### src/hdl/mua_pkg.sv
// ----------------------------------------------------------------------------
// mua_pkg
// Shared widths, types and arithmetic helpers for the upwind momentum
// coefficient assembly: face rule, product rounding and 32-bit saturation.
// ----------------------------------------------------------------------------
`default_nettype none

package mua_pkg;

	// Fixed-point format and field widths
	localparam int FRAC_BITS = 16;
	localparam int FLUX_W    = 32;
	localparam int COND_W    = 31;
	localparam int SOLID_W   = 7;
	localparam int EDGE_W    = 6;
	localparam int NUM_FACES = 6;
	localparam int NUM_OUT   = 8;
	localparam int CFG_IDX_W = 3;

	// Internal widths: face terms, exact accumulators, rounded products
	localparam int TERM_W = 34;
	localparam int ACC_W  = 52;
	localparam int PROD_W = 66;

	localparam logic signed [PROD_W-1:0] HALF_P = PROD_W'(1) <<< (FRAC_BITS - 1);
	localparam logic [FLUX_W-1:0] ONE_Q = FLUX_W'(1) << FRAC_BITS;

	// Face slots, in the order of the neighbour coefficients
	localparam int FACE_WEST  = 0;
	localparam int FACE_EAST  = 1;
	localparam int FACE_SOUTH = 2;
	localparam int FACE_NORTH = 3;
	localparam int FACE_BACK  = 4;
	localparam int FACE_FRONT = 5;

	// Flag bit positions
	localparam int SOLID_CENTRE = 0;
	localparam int EDGE_WEST    = 0;
	localparam int EDGE_EAST    = 1;

	typedef enum logic [CFG_IDX_W-1:0] {
		REG_COND_X         = 3'd0,
		REG_COND_Y         = 3'd1,
		REG_COND_Z         = 3'd2,
		REG_INLET_VELOCITY = 3'd3,
		REG_AREA_X         = 3'd4
	} cfg_reg_t;

	typedef struct packed {
		logic        [COND_W-1:0] cond_x;
		logic        [COND_W-1:0] cond_y;
		logic        [COND_W-1:0] cond_z;
		logic signed [FLUX_W-1:0] inlet_velocity;
		logic        [COND_W-1:0] area_x;
	} cfg_t;

	typedef struct packed {
		logic adv1;
		logic adv2;
		logic adv3;
		logic adv4;
	} pipe_adv_t;

	typedef struct packed {
		logic signed [TERM_W-1:0] cen;
		logic signed [TERM_W-1:0] nb;
	} face_t;

	typedef struct packed {
		logic signed [FLUX_W-1:0] val;
		logic                     sat;
	} clip_t;

	// One interior or wall face: wall adds 2g to the centre, otherwise
	// diffusion plus first-order upwind convection on the outflow.
	function automatic face_t face_fn(input logic [COND_W-1:0] g, input logic wall,
			input logic signed [FLUX_W:0] outflow);
		face_t r;
		logic signed [TERM_W-1:0] gs;
		logic signed [TERM_W-1:0] of;
		gs = TERM_W'($signed({1'b0, g}));
		of = TERM_W'(outflow);
		if (wall) begin
			r.cen = gs <<< 1;
			r.nb  = '0;
		end else if (outflow[FLUX_W]) begin
			r.cen = gs;
			r.nb  = of - gs;
		end else begin
			r.cen = gs + of;
			r.nb  = -gs;
		end
		return r;
	endfunction

	// Drop the fraction bits, round to nearest with ties toward plus infinity
	function automatic logic signed [ACC_W-1:0] rnd(input logic signed [PROD_W-1:0] p);
		logic signed [PROD_W-1:0] q;
		q = p + HALF_P;
		q = q >>> FRAC_BITS;
		return q[ACC_W-1:0];
	endfunction

	// Clip an exact sum into the signed 32-bit range
	function automatic clip_t clip32(input logic signed [ACC_W-1:0] v);
		clip_t r;
		if ((&v[ACC_W-1:FLUX_W-1]) || (~|v[ACC_W-1:FLUX_W-1])) begin
			r.val = v[FLUX_W-1:0];
			r.sat = 1'b0;
		end else begin
			r.val = v[ACC_W-1] ? {1'b1, {(FLUX_W-1){1'b0}}} : {1'b0, {(FLUX_W-1){1'b1}}};
			r.sat = 1'b1;
		end
		return r;
	endfunction

endpackage

`default_nettype wire

### src/hdl/mua_face_terms.sv
// ----------------------------------------------------------------------------
// mua_face_terms
// Per-face centre contribution and neighbour coefficient for one cell,
// with inlet, outlet, wall and solid-neighbour handling.
// ----------------------------------------------------------------------------
`default_nettype none

module mua_face_terms (
	input  mua_pkg::cfg_t                                     cfg,
	input  logic        [mua_pkg::SOLID_W-1:0]                solid_flags,
	input  logic        [mua_pkg::EDGE_W-1:0]                 edge_flags,
	input  logic signed [mua_pkg::FLUX_W-1:0]                 flux_east_out,
	input  logic signed [mua_pkg::FLUX_W-1:0]                 flux_west_in,
	input  logic signed [mua_pkg::FLUX_W-1:0]                 flux_north_out,
	input  logic signed [mua_pkg::FLUX_W-1:0]                 flux_south_in,
	input  logic signed [mua_pkg::FLUX_W-1:0]                 flux_front_out,
	input  logic signed [mua_pkg::FLUX_W-1:0]                 flux_back_in,
	output mua_pkg::face_t [mua_pkg::NUM_FACES-1:0]           faces
);
	import mua_pkg::*;

	logic signed [FLUX_W:0] out_w;
	logic signed [FLUX_W:0] out_e;
	logic signed [FLUX_W:0] out_s;
	logic signed [FLUX_W:0] out_n;
	logic signed [FLUX_W:0] out_b;
	logic signed [FLUX_W:0] out_f;

	// Outflow per face: an incoming neighbour flux is negated
	assign out_w = -$signed({flux_west_in[FLUX_W-1], flux_west_in});
	assign out_e = $signed({flux_east_out[FLUX_W-1], flux_east_out});
	assign out_s = -$signed({flux_south_in[FLUX_W-1], flux_south_in});
	assign out_n = $signed({flux_north_out[FLUX_W-1], flux_north_out});
	assign out_b = -$signed({flux_back_in[FLUX_W-1], flux_back_in});
	assign out_f = $signed({flux_front_out[FLUX_W-1], flux_front_out});

	always_comb begin
		// Inlet adds 2g to the centre just like a wall
		faces[FACE_WEST] = face_fn(cfg.cond_x,
			edge_flags[EDGE_WEST] | solid_flags[FACE_WEST+1], out_w);

		// Outlet keeps only positive outflow on the centre
		if (edge_flags[EDGE_EAST]) begin
			faces[FACE_EAST].cen = out_e[FLUX_W] ? '0 : TERM_W'(out_e);
			faces[FACE_EAST].nb  = '0;
		end else begin
			faces[FACE_EAST] = face_fn(cfg.cond_x, solid_flags[FACE_EAST+1], out_e);
		end

		faces[FACE_SOUTH] = face_fn(cfg.cond_y,
			edge_flags[FACE_SOUTH] | solid_flags[FACE_SOUTH+1], out_s);
		faces[FACE_NORTH] = face_fn(cfg.cond_y,
			edge_flags[FACE_NORTH] | solid_flags[FACE_NORTH+1], out_n);
		faces[FACE_BACK]  = face_fn(cfg.cond_z,
			edge_flags[FACE_BACK] | solid_flags[FACE_BACK+1], out_b);
		faces[FACE_FRONT] = face_fn(cfg.cond_z,
			edge_flags[FACE_FRONT] | solid_flags[FACE_FRONT+1], out_f);
	end

endmodule

`default_nettype wire

### config.mk
export PLATFORM = sky130hd
export DESIGN_NAME = mua_face_terms
export DESIGN_NICKNAME = d
export VERILOG_FILES = /design/src/hdl/mua_pkg.sv /design/src/hdl/mua_face_terms.sv
export SDC_FILE = /design/constraint.sdc
export NUM_CORES = 1
export LEC_CHECK = 0
export BUFFER_PORTS_ARGS = -buffer_cell sky130_fd_sc_hd__buf_4
export CORE_AREA = 2 2 302 304
export DETAILED_ROUTE_END_ITERATION = 6
export DIE_AREA = 0 0 304 306
export PLACE_DENSITY_LB_ADDON = 0.1
export SLEW_MARGIN = 20
export SYNTH_ARGS = -nofsm -noshare
export SYNTH_HDL_FRONTEND = slang
export SYNTH_SLANG_ARGS = --single-unit
### constraint.sdc
create_clock -name vclk -period 7.6
set_input_delay 0 -clock vclk [all_inputs]
set_output_delay 0 -clock vclk [all_outputs]
set_load 0.02 [all_outputs]
After elaboration in Yosys (flattened, before gate mapping)
Index checks and enable logic that the tools add are counted.

Flip-flop bits (word level): 0. Input port bits: 361.

Mux-type cells: 14. $add $sub $neg: 18. Bitwise operators: 5.

Operator list (count): two-way mux 68 bit (13); adder 32 x 33 -> 34 bit (3); negator 31 -> 34 bit (3); subtractor 33 x 32 -> 34 bit (3); adder 32 x 32 -> 33 bit (3); negator 32 -> 33 bit (3); subtractor 32 x 32 -> 33 bit (3); two-way mux 31 bit (1); bitwise OR 1 bit (5).

Depth between registers and ports, before layout
Depth after elaboration: 4. Gate-level depth with buffers: 19. Depth with buffers taken out: 18.

Worst setup path after synthesis
OpenSTA, ideal clock, no wires.

Path type: input-to-output. Start: in flux_back_in[4] (netlist bit). End: out faces[301] (netlist bit). Stages on the path: 18. Path buffers: 1. Data required time: 7600 ps. Arrival time: 4166 ps. Setup slack: 3434 ps. Path through: nor4_1 -> or4b_1 -> nor4_1 -> nand2b_1 -> nor3_1 -> xnor2_1 -> ha_1 -> clkbuf_1 -> inv_1 -> nor2_1 -> nand3_1 -> nor3_1 -> o21a_1 -> o41ai_1 -> nor4_1 -> o22a_1 -> xnor2_1 -> a211oi_1.

RTL lines: start: declaration (line mua_face_terms.sv:17) `input logic signed [mua_pkg::FLUX_W-1:0] flux_back_in,`; end: declaration (line mua_face_terms.sv:18) `output mua_pkg::face_t [mua_pkg::NUM_FACES-1:0] faces`.

==> impl_metrics.toml <==
[die]
die_y_um = 306
die-width_um = 304
dieArea_um2 = 93000
rows = 110
initial_core_util_pct = 32.1
io_pins = 769
core_area_um2 = 89600

[layout]
fin_util_pct = 38.6
register_area_um2 = 0
seq_cells = 0
syn2layout_area_growth_pct = 20.2
nClkBuffers = 0
finalNetCount = 5757
drive_gt1_share_pct = 15.7

[logic_synthesis]
synthCells = 4571
syn_avg_cell_area_um2 = 6.29
netlist.area_leader.share_pct = 16.5
yosysMostFrequentCell = "nor2_1"
yosysUniqueCellTypes = 95
synth_compound_area_share_pct = 31.8
synth_top_family_by_area = "compound AO/OA/AOI/OAI gates"
synthTopCellsByArea = "ha_1 (16%), xnor2_1 (12%), a21oi_1 (8.3%)"
ys_seq_area_share_pct = 0
yosys_warnings = 0
synth-xor-area-share_pct = 14.6
synth_top_area_cell = "ha_1"
synthMuxAreaShare_pct = 2.90
synth_fa_ha_area_share_pct = 17.3
synth-simple-area-share_pct = 25.5
syn_area_um2 = 28700
ys_top_cells_by_count = "nor2_1 (545), a21oi_1 (477), xnor2_1 (401)"

[place]
gp_congestion = 0.937
port_buffers = 696
dp_hpwl_mm = 115

[critical_path]
endpoint_kind = "output port"
cp_slowest_cell = "a2111oi_0"
cp_max_fo = 12
startpoint_type = "input pin"
crit_family = "simple AND/OR/NAND/NOR gates"
cp.required_ns = 7.60
worstPathArrival_ns = 5.40
slowest_delay_ns = 0.62
crit_buf_inv = 2
path_class = "input pin to output port"
cp_cell_sequence = "buf_4, nor4_1, or4b_1, nor4_1, nand3b_1, nor3_1, xnor2_1, ha_1, a21o_1, a21oi_1, nand2b_1, a211oi_1, o21bai_1, a31o_2, a2111oi_0, a311oi_1, buf_4"

[clock_tree]
cts_hold_buf = 0
postCtsSetupBuffers = 0
cts_resized = 0

[grt]
grt_pass1_wl_mm = 204
antenna_found_initial = 14
grtUsageTotal_pct = 27.5
grt_max_degree = 71
grt_pass1_vias = 33600
grt_overflow = 0

[drt]
ant_nets = 0
routedWlPerCell_um = 22.2
drt_wl_total_mm = 137
drc = 0
dr.pass1.iters = 6
vias_per_cell = 5.63
vias = 34800
drt_iter0_markers = 2406

[power_and_ir_drop]
max-vdd-ir-drop_mv = 0.0431
cellPowerDensity_nw_per_um2 = 90.4
p_leak_nw = 15.0

[sta]
slew_viol_final = 0
worst_pin_slew_ns = 1.06
max_freq_mhz = 185
tns_ns = 0
period_minus_slack_ns = 5.40
hold_viol = 0
period_share_pct = 71.1
rsz0062_at_grt = "no"
slew_headroom_pct = 29.2
setup_viol = 0

[run]
maxCapViolCount = 0

[min_path]
hold_class = "input pin to output port"

[status]
status = "completed"
power breakdown:
part | internal (mW) | switching, mW
sequential | 0 | 0
combinational | 1.19 | 1.94
clock | 0.0000000889 | 0
routing by layer:
metal / GRT usage, % / wire length, um / vias to the layer above
met5: 0 / 146 / -
li1: - / - / 17100
met2: 50.4 / 68400 / 1073
met4: 11.3 / 6520 / 22
met3: 3.08 / 6780 / 243
met1: 32.4 / 55200 / 16400
worst paths after layout:
kind / startpoint / end / slack [ns] / cells after the start
hold / removal: flux_east_out[0] / faces[102] / 0.34 / 4
setup / recovery: flux_back_in[4] / faces[304] / 2.20 / 17
cell usage in the layout (no fill, tap or decap), types with 21 or more instances in the layout:
| cell type | n |
|---|---|
| a211oi_1 | 67 |
| a21boi_0 | 21 |
| a21o_1 | 58 |
| a21oi_1 | 474 |
| a31oi_1 | 48 |
| and3_1 | 29 |
| buf_4 | 719 |
| ha_1 | 378 |
| inv_1 | 294 |
| mux2i_1 | 81 |
| nand2_1 | 388 |
| nand2b_1 | 67 |
| nand3_1 | 88 |
| nand4_1 | 32 |
| nor2_1 | 539 |
| nor2b_1 | 47 |
| nor3_1 | 155 |
| nor4_1 | 68 |
| o211ai_1 | 72 |
| o21a_1 | 28 |
| o21ai_0 | 323 |
| o21bai_1 | 88 |
| o221ai_1 | 30 |
| o22ai_1 | 47 |
| o31ai_1 | 47 |
| or2_2 | 21 |
| or3_1 | 42 |
| xnor2_1 | 401 |
| xor2_1 | 72 |
cells by family after synthesis:
kind of cell,Yosys count
buffers and inverters,589
AOI/OAI and AO/OA,1467
adders and majority gates,390
and+or+nand+nor,1565
other,1
muxes,83
xor gates and xnor gates,476
final cells by class:
class | instances | area, um2
fill | 10000 | 55000
multi-input combinational | 3990 | 26600
timing repair buffer | 719 | 5400
tap | 1176 | 1470
inverter | 295 | 1110
antenna | 5 | 12.5
through the flow:
| step | hold WS (ns) | instance area [um2] | power, mW | instances | setup slack (ns) |
|---|---|---|---|---|---|
| after floorplan | 0.179 | 28800 | 2.01 | 4579 | 3.43 |
| after global routing | 0.372 | 34600 | 3.38 | 6181 | 1.75 |
| final | 0.336 | 34600 | 3.13 | 6185 | 2.20 |
| after global placement | 0.342 | 34500 | 3.09 | 6180 | 2.38 |
| after CTS | 0.338 | 34500 | 3.10 | 6180 | 2.27 |
| after detailed placement | 0.338 | 34500 | 3.09 | 6180 | 2.30 |
(Power assumes the default switching activity.)
