<file path="src/hdl/mua_pkg.sv">
// ----------------------------------------------------------------------------
// mua_pkg
// Shared widths, types and arithmetic helpers for the upwind momentum
// coefficient assembly: face rule, product rounding and 32-bit saturation.
// ----------------------------------------------------------------------------
`default_nettype none

package mua_pkg;

	// Fixed-point format and field widths
	localparam int FRAC_BITS = 16;
	localparam int FLUX_W    = 32;
	localparam int COND_W    = 31;
	localparam int SOLID_W   = 7;
	localparam int EDGE_W    = 6;
	localparam int NUM_FACES = 6;
	localparam int NUM_OUT   = 8;
	localparam int CFG_IDX_W = 3;

	// Internal widths: face terms, exact accumulators, rounded products
	localparam int TERM_W = 34;
	localparam int ACC_W  = 52;
	localparam int PROD_W = 66;

	localparam logic signed [PROD_W-1:0] HALF_P = PROD_W'(1) <<< (FRAC_BITS - 1);
	localparam logic [FLUX_W-1:0] ONE_Q = FLUX_W'(1) << FRAC_BITS;

	// Face slots, in the order of the neighbour coefficients
	localparam int FACE_WEST  = 0;
	localparam int FACE_EAST  = 1;
	localparam int FACE_SOUTH = 2;
	localparam int FACE_NORTH = 3;
	localparam int FACE_BACK  = 4;
	localparam int FACE_FRONT = 5;

	// Flag bit positions
	localparam int SOLID_CENTRE = 0;
	localparam int EDGE_WEST    = 0;
	localparam int EDGE_EAST    = 1;

	typedef enum logic [CFG_IDX_W-1:0] {
		REG_COND_X         = 3'd0,
		REG_COND_Y         = 3'd1,
		REG_COND_Z         = 3'd2,
		REG_INLET_VELOCITY = 3'd3,
		REG_AREA_X         = 3'd4
	} cfg_reg_t;

	typedef struct packed {
		logic        [COND_W-1:0] cond_x;
		logic        [COND_W-1:0] cond_y;
		logic        [COND_W-1:0] cond_z;
		logic signed [FLUX_W-1:0] inlet_velocity;
		logic        [COND_W-1:0] area_x;
	} cfg_t;

	typedef struct packed {
		logic adv1;
		logic adv2;
		logic adv3;
		logic adv4;
	} pipe_adv_t;

	typedef struct packed {
		logic signed [TERM_W-1:0] cen;
		logic signed [TERM_W-1:0] nb;
	} face_t;

	typedef struct packed {
		logic signed [FLUX_W-1:0] val;
		logic                     sat;
	} clip_t;

	// One interior or wall face: wall adds 2g to the centre, otherwise
	// diffusion plus first-order upwind convection on the outflow.
	function automatic face_t face_fn(input logic [COND_W-1:0] g, input logic wall,
			input logic signed [FLUX_W:0] outflow);
		face_t r;
		logic signed [TERM_W-1:0] gs;
		logic signed [TERM_W-1:0] of;
		gs = TERM_W'($signed({1'b0, g}));
		of = TERM_W'(outflow);
		if (wall) begin
			r.cen = gs <<< 1;
			r.nb  = '0;
		end else if (outflow[FLUX_W]) begin
			r.cen = gs;
			r.nb  = of - gs;
		end else begin
			r.cen = gs + of;
			r.nb  = -gs;
		end
		return r;
	endfunction

	// Drop the fraction bits, round to nearest with ties toward plus infinity
	function automatic logic signed [ACC_W-1:0] rnd(input logic signed [PROD_W-1:0] p);
		logic signed [PROD_W-1:0] q;
		q = p + HALF_P;
		q = q >>> FRAC_BITS;
		return q[ACC_W-1:0];
	endfunction

	// Clip an exact sum into the signed 32-bit range
	function automatic clip_t clip32(input logic signed [ACC_W-1:0] v);
		clip_t r;
		if ((&v[ACC_W-1:FLUX_W-1]) || (~|v[ACC_W-1:FLUX_W-1])) begin
			r.val = v[FLUX_W-1:0];
			r.sat = 1'b0;
		end else begin
			r.val = v[ACC_W-1] ? {1'b1, {(FLUX_W-1){1'b0}}} : {1'b0, {(FLUX_W-1){1'b1}}};
			r.sat = 1'b1;
		end
		return r;
	endfunction

endpackage

`default_nettype wire

</file>
<file path="src/hdl/mua_cfg_regs.sv">
// ----------------------------------------------------------------------------
// mua_cfg_regs
// Configuration register file: conductances, inlet velocity and x face area.
// ----------------------------------------------------------------------------
`default_nettype none

module mua_cfg_regs (
	input  logic                            clk,
	input  logic                            arst_n,
	input  logic                            cfg_valid,
	output logic                            cfg_ready,
	input  logic [mua_pkg::CFG_IDX_W-1:0]   cfg_index,
	input  logic [mua_pkg::FLUX_W-1:0]      cfg_data,
	output mua_pkg::cfg_t                   cfg
);
	import mua_pkg::*;

	cfg_t cfg_q;

	// Every write beat is taken at once
	assign cfg_ready = 1'b1;
	assign cfg       = cfg_q;

	// Decode the index and store; unknown indexes are dropped
	always_ff @(posedge clk or negedge arst_n) begin
		if (!arst_n) begin
			cfg_q <= '0;
		end else if (cfg_valid) begin
			case (cfg_reg_t'(cfg_index))
				REG_COND_X:         cfg_q.cond_x <= cfg_data[COND_W-1:0];
				REG_COND_Y:         cfg_q.cond_y <= cfg_data[COND_W-1:0];
				REG_COND_Z:         cfg_q.cond_z <= cfg_data[COND_W-1:0];
				REG_INLET_VELOCITY: cfg_q.inlet_velocity <= $signed(cfg_data);
				REG_AREA_X:         cfg_q.area_x <= cfg_data[COND_W-1:0];
				default: begin
				end
			endcase
		end
	end

endmodule

`default_nettype wire

</file>
<file path="config.mk">
export PLATFORM = sky130hd
export DESIGN_NAME = mua_cfg_regs
export DESIGN_NICKNAME = d
export VERILOG_FILES = /design/src/hdl/mua_pkg.sv /design/src/hdl/mua_cfg_regs.sv
export SDC_FILE = /design/constraint.sdc
export NUM_CORES = 1
export LEC_CHECK = 0
export BUFFER_PORTS_ARGS = -buffer_cell sky130_fd_sc_hd__buf_2
export CAP_MARGIN = 5
export CORE_AREA = 2 2 144 146
export CTS_CLUSTER_SIZE = 20
export DETAILED_ROUTE_END_ITERATION = 8
export DIE_AREA = 0 0 146 148
export PLACE_DENSITY = 0.57
export RECOVER_POWER = 50
export SLEW_MARGIN = 40
export SYNTH_ARGS = -nofsm -noshare
export SYNTH_HDL_FRONTEND = slang
export SYNTH_SLANG_ARGS = --single-unit
</file>
<file path="constraint.sdc">
create_clock -name clk -period 0.9 [get_ports clk]
set_input_delay 0.18 -clock clk [delete_from_list [all_inputs] [get_ports clk]]
set_output_delay 0.18 -clock clk [all_outputs]
set_load 0.1 [all_outputs]
</file>
# Yosys cells after proc, flatten, opt, wreduce, memory -nomap -nowiden
# Index checks and enable logic that the tools add are counted.
# word_totals
wordCells	15
register_bits	156
inputBits	38
# classes
n_reduce_logical	6
eq_ne	4
# op_table
operator	n
2-bit AND reduction	5
3-bit by 2-bit == test with 1-bit output (second input constant)	2
3-bit by 1-bit == test with 1-bit output (second input constant)	1
3-bit == test (second input constant)	1
3-bit zero test	1

# Depth between registers and ports, before layout
# Gate-level depths: netlist (run 1).
# logic_depth
ltp_word	2
depth_mapped	3
depth_no_buf	2

# Least setup slack after synthesis (run 1)
# Ideal clock, no wire load.
# synth_timing
kind	register to register
from	reg cfg[149] (netlist name)
to	reg cfg_q (netlist bit cfg[149])
setup_time_ps	128
t_required_ps	772
stages_incl_launch_ff	2
path_buffers	0
slack_ps	-380
arrival_time_ps	1152
cell_sequence	dfrtp_1 -> mux2_1
# synth_rtl
element	line	text
end: declaration	mua_cfg_regs.sv:18	cfg_t cfg_q;

# Worst setup path after layout (run 1)
# layout_timing
from	reg cfg_q (netlist bit cfg[50])
to	out cfg[50] (netlist name)
# layout_rtl
element	line	text
end: declaration	mua_cfg_regs.sv:14	output mua_pkg::cfg_t cfg
# No word-level cell between the ends.

==> results.yml, run 1 <==
outcome:
  status: "finished, violations left"
  violations: "setup timing"
die:
  initial_utilization_pct: 29.62
  core-area_mm2: 0.02004
  num_rows: 52
  top_level_ports: 195
  die_area_mm2: 0.02161
  fp.dieW_um: 146
  die_y_um: 148
final_layout:
  finalNetCount: 657
  final_common_cell: "buf_12"
  antenna_cells: 0
  layout-drive-gt1-share_pct: 99.36
  areaGrowthSynthToFinish_pct: 101.6
  fillers: 1476
  fin_area_mm2: 0.01197
  layout_common_cells: "174 x buf_12, 156 x mux2_4, 120 x dfrtp_2, 49 x buf_6, 36 x dfrtp_4"
  largest_reg_flops: 156
  seq_area_mm2: 0.004189
  multi_input_area_mm2: 0.002442
worst_setup_path:
  slowest_stage: "dfrtp_4"
  crit_family: "flip-flops"
  critPathCaptureType: "output port"
  path_buf_inv: 1
  cp.required_ns: 0.72
  path_cells: "buf_12"
  setup.worst_path.class: "reg2out"
  max_stage_delay_ns: 0.50
  cp.arrival_ns: 1.09
  cp_max_fo: 2
  start_kind: "register"
global_routing:
  grt_pass1_wl_mm: 29.07
  antenna_found_initial: 0
  grt_start_max_net_pins: 41
  gr-total-overflow: 0
  grt_usage_pct: 17.88
  grt_pass1_vias: 4528
cts:
  cts-buffers-inserted: 17
  worstSkewPairLatency_ns: 0.41
  cts.sink_count: 156
  h-tree-depth: 4
  clk_pin_slew_ns: 0.06
  cts_tree: "yes"
  cts-root-buf: "clkbuf_16"
  cts_max_path_buffers: 2
sta:
  slew_headroom_pct: 59.67
  max_freq_mhz: 786.7
  fin_crit_sh_pct: 141.2
  min_period_ns: 1.271
  postLayoutSetupSlackWorst_ns: -0.3711
  hold_viol_final: 0
  finClkSkew_ns: 0
  rsz0062_at_grt: "yes"
  setup_violations: 409
  slew_violations: 0
  tightest_slew_ns: 0.6050
drt:
  drc: 0
  dr.pass1.iters: 4
  drtAntennaViolNets: 0
  wirelength_mm: 18.76
  vias_per_cell: 4.398
  wl_per_cell_um: 20.87
  vias: 3954
  drt_iter0_markers: 129
yosys:
  synth_top_family_by_area: "multiplexers"
  synth_compound_area_share_pct: 0
  synth_area_mm2: 0.005936
  synthXorXnorAreaFrac_pct: 0
  yosys_warnings: 0
  synthMuxAreaShare_pct: 29.72
  synth_nets: 372
  synthCells: 334
  avgSynthCellArea_um2: 17.77
  yosys.area_share.simple_pct: 1.476
  synth_seq_cells: 156
  synth_cell_types: 10
  seq_area_frac_synth_pct: 65.77
  synth-adder-area-share_pct: 0
placement:
  gp_congestion: 0.7263
  port_buffers: 193
  place_hpwl_mm: 12.10
  placed_area_mm2: 0.01060
worst_hold_path:
  min_path_type: "in2reg"
pwr:
  ir_drop_v: 0.001842
  fin_total_pwr_mw: 39.95
  power.static_leakage_nw: 5.307
  p_per_area_mw_per_mm2: 3339
flow_run:
  maxCapViolCount: 0
## cell usage after synthesis (all sizes together)
| cell type | n | area share, % |
|---|---|---|
| and4bb | 3 | 0.82 |
| buf | 16 | 3.0 |
| conb | 1 | 0.063 |
| dfrtp | 156 | 66 |
| mux2 | 156 | 30 |
| nand4b | 1 | 0.25 |
| nor4b | 1 | 0.40 |
## per-stage QoR
stage | setup TNS, ns | utilization (%) | worst slack, ns | cells | hold WS (ns)
detailed placement | -74.47 | 52.92 | -0.5627 | 804 | 0.04116
floorplan | -34.47 | - | -0.3385 | 334 | -0.1156
global placement | -72.02 | 52.92 | -0.5360 | 804 | 0.03451
global route | -79.21 | 59.71 | -0.4066 | 899 | 0.05273
CTS | -56.69 | 59.49 | -0.3893 | 887 | 0.04218
finish | -61.31 | 59.71 | -0.3711 | 899 | 0.05837
## cell type report
class | count | share of cell area, %
tap | 270 | 2.823
multi-input combinational | 162 | 20.41
clock inverter | 10 | 0.6065
clock buffer | 19 | 3.702
sequential | 156 | 35.01
timing repair buffer | 282 | 37.45
## timing repair
item,in CTS,in global routing
pin swaps,4,4
gates resized for setup,57,36
endpoints found under the hold margin,157,0
hold buffers,2,0
cloned,8,0
buffers inserted,45,34
endpoints found under the setup margin,273,278
## path summary, 6_finish.rpt
| path | start | to | slack [ns] | cells past startpoint |
|---|---|---|---|---|
| worst max register to register | cfg[47] | cfg[47] | -0.18 | 3 |
| min in group asynchronous | arst_n | cfg[44] | 0.31 | 2 |
| worst min-delay path | cfg_data[27] | cfg[27] | 0.06 | 2 |
| worst max-delay path | cfg[50] | cfg[50] | -0.37 | 1 |
| worst min register to register | cfg[76] | cfg[76] | 0.56 | 1 |
| max in group asynchronous | arst_n | cfg[54] | -0.10 | 3 |
## per-layer routing
| layer | share of wire [%] | wire, µm | track usage (%) | up-vias |
|---|---|---|---|---|
| li1 | - | - | - | 1742 |
| met1 | 42 | 7872 | 22.18 | 2082 |
| met2 | 52 | 9785 | 30.66 | 112 |
| met3 | 4.4 | 823 | 4.537 | 18 |
| met4 | 1.5 | 280 | 5.825 | 0 |
| met5 | 0 | 0 | 0 | - |
## power breakdown
part           internal, mW  switching [mW]  leakage [nW]
sequential             9.05            1.89          1.70
clock                  3.55            2.85         0.235
combinational          9.03            13.6          3.37
## logic make-up (layout without fill, tap and decap cells)
| logic type | count (synthesis) | in the layout |
|---|---|---|
| buffers and inverters | 16 | 311 |
| AND/OR/NAND/NOR | 5 | 5 |
| other | 1 | 1 |
| flip-flops | 156 | 156 |
| multiplexers | 156 | 156 |
(Power assumes the default switching activity.)
==> run 2: changes to the inputs <==
Settings changed: CTS_BUF_LIST set to sky130_fd_sc_hd__clkbuf_4 sky130_fd_sc_hd__clkbuf_8 sky130_fd_sc_hd__clkbuf_16, SKIP_LAST_GASP set to 1.
==> run 2 against run 1 <==
Effect of this change: the flow still finishes with violations (setup timing); clock-buffer cell count did not move; final area fell by 0.41%; first-iteration DRC count fell by 12%; largest cell class unchanged; die area did not move; power fell by 0.25%; worst setup slack improved by 0.00062 ns; clock skew did not move; clock power barely moved.
==> results.yml, run 2 (synthesized netlist as in run 1, its figures left out) <==
global_routing:
  antenna_found_initial: 0
  grt_pass1_wl_mm: 28.89
  grt_usage_pct: 17.70
  grt_start_max_net_pins: 41
  gr-total-overflow: 0
  grt_pass1_vias: 4523
cts:
  cts-root-buf: "clkbuf_16"
  cts.sink_count: 156
  cts_tree: "yes"
  worstSkewPairLatency_ns: 0.40
  cts-buffers-inserted: 17
  cts_max_path_buffers: 2
  h-tree-depth: 4
  clk_pin_slew_ns: 0.06
outcome:
  status: "finished, violations left"
  violations: "setup timing"
worst_hold_path:
  min_path_type: "in2reg"
sta:
  finClkSkew_ns: 0
  min_period_ns: 1.270
  max_freq_mhz: 787.1
  hold_viol_final: 0
  slew_violations: 0
  tightest_slew_ns: 0.5947
  tns_ns: -59.13
  fin_crit_sh_pct: 141.2
  postLayoutSetupSlackWorst_ns: -0.3704
  slew_headroom_pct: 60.36
  rsz0062_at_grt: "yes"
  setup_violations: 410
final_layout:
  final_cells: 896
  seq_area_mm2: 0.004189
  multi_input_area_mm2: 0.002439
  fillers: 1492
  areaGrowthSynthToFinish_pct: 100.8
  finalNetCount: 654
  final_common_cell: "buf_12"
  antenna_cells: 0
  layout-drive-gt1-share_pct: 99.52
  layout_common_cells: "174 x buf_12, 155 x mux2_4, 120 x dfrtp_2, 42 x buf_6, 36 x dfrtp_4"
  largest_reg_flops: 156
drt:
  drc: 0
  vias: 3944
  wl_per_cell_um: 20.69
  drt_iter0_markers: 113
  drtAntennaViolNets: 0
  vias_per_cell: 4.402
  wirelength_mm: 18.54
  dr.pass1.iters: 4
placement:
  dp.cells: 804
  port_buffers: 193
  place_hpwl_mm: 12.10
  gp_congestion: 0.7263
  place_ws_ns: -0.5627
worst_setup_path:
  path_buf_inv: 1
  cp.arrival_ns: 1.09
  critPathCaptureType: "output port"
  slowest_stage: "dfrtp_4"
  crit_family: "flip-flops"
  cp.required_ns: 0.72
  cp_max_fo: 2
  max_stage_delay_ns: 0.50
  start_kind: "register"
  path_cells: "buf_12"
  setup.worst_path.class: "reg2out"
die:
  initial_utilization_pct: 29.62
  top_level_ports: 195
  die_y_um: 148
  num_rows: 52
  die_area_mm2: 0.02161
  core-area_mm2: 0.02004
  fp.dieW_um: 146
pwr:
  power.static_leakage_nw: 5.285
  p_per_area_mw_per_mm2: 3344
  ir_drop_v: 0.001842
flow_run:
  maxCapViolCount: 0
-- run 2: changes by cell type in the layout (fill, tap and decap cells not counted) --
| cell | previous run | this run |
|---|---|---|
| mux2_2 | 0 | 1 |
| buf_6 | 49 | 42 |
| buf_4 | 17 | 21 |
| clkbuf_4 | 0 | 1 |
| clkbuf_1 | 1 | 0 |
| mux2_4 | 156 | 155 |
-- run 2: routing by layer --
metal | vias up | part of all wire, % | track usage [%]
li1 | 1738 | - | -
met3 | 12 | 4.5 | 4.660
met2 | 108 | 53 | 30.40
met5 | - | 0 | 0
met4 | 0 | 1.2 | 5.631
met1 | 2086 | 42 | 21.86
-- run 2: worst paths after layout --
kind	depth (start not counted)	from	end	slack, ns
max	1	cfg[50]	cfg[50]	-0.37
min	2	cfg_data[27]	cfg[27]	0.06
max reg2reg	3	cfg[19]	cfg[19]	-0.13
min reg2reg	1	cfg[76]	cfg[76]	0.56
max in group asynchronous	3	arst_n	cfg[54]	-0.09
min in group asynchronous	2	arst_n	cfg[44]	0.31
-- run 2: through the flow --
step           power [mW]  util, %  hold WS [ns]  instance area (µm²)
6_report            39.85    59.47       0.06239                11920
5_1_grt             41.00    59.47       0.05272                11920
4_1_cts             39.81    59.30       0.04214                11880
3_5_place_dp        32.54    52.92       0.04116                10600
3_3_place_gp        32.34    52.92       0.03451                10600
2_1_floorplan       23.85        -       -0.1156                 6827
-- run 2: repair_timing --
action | in CTS | in global routing
hold endpoints to repair | 157 | 0
setup buffers | 45 | 29
setup endpoints to repair | 273 | 276
cloned | 8 | 0
hold buffers | 2 | 0
gates resized for setup | 46 | 36
pin swaps | 4 | 4
-- run 2: final cells by class --
class / count / share of cell area (%)
clock buffers: 19 / 3.748
clock inverters: 10 / 0.6090
flip-flops and latches: 156 / 35.15
well taps: 270 / 2.835
multi-input cells: 162 / 20.46
repair buffers: 279 / 37.19
-- run 2: power breakdown --
part / switching, mW / total, mW / internal (mW) / leakage, nW
sequential: 1.88 / 10.9 / 9.05 / 1.70
combinational: 13.6 / 22.5 / 8.94 / 3.34
clock: 2.83 / 6.41 / 3.58 / 0.239
total: 18.3 / 39.9 / 21.6 / 5.28
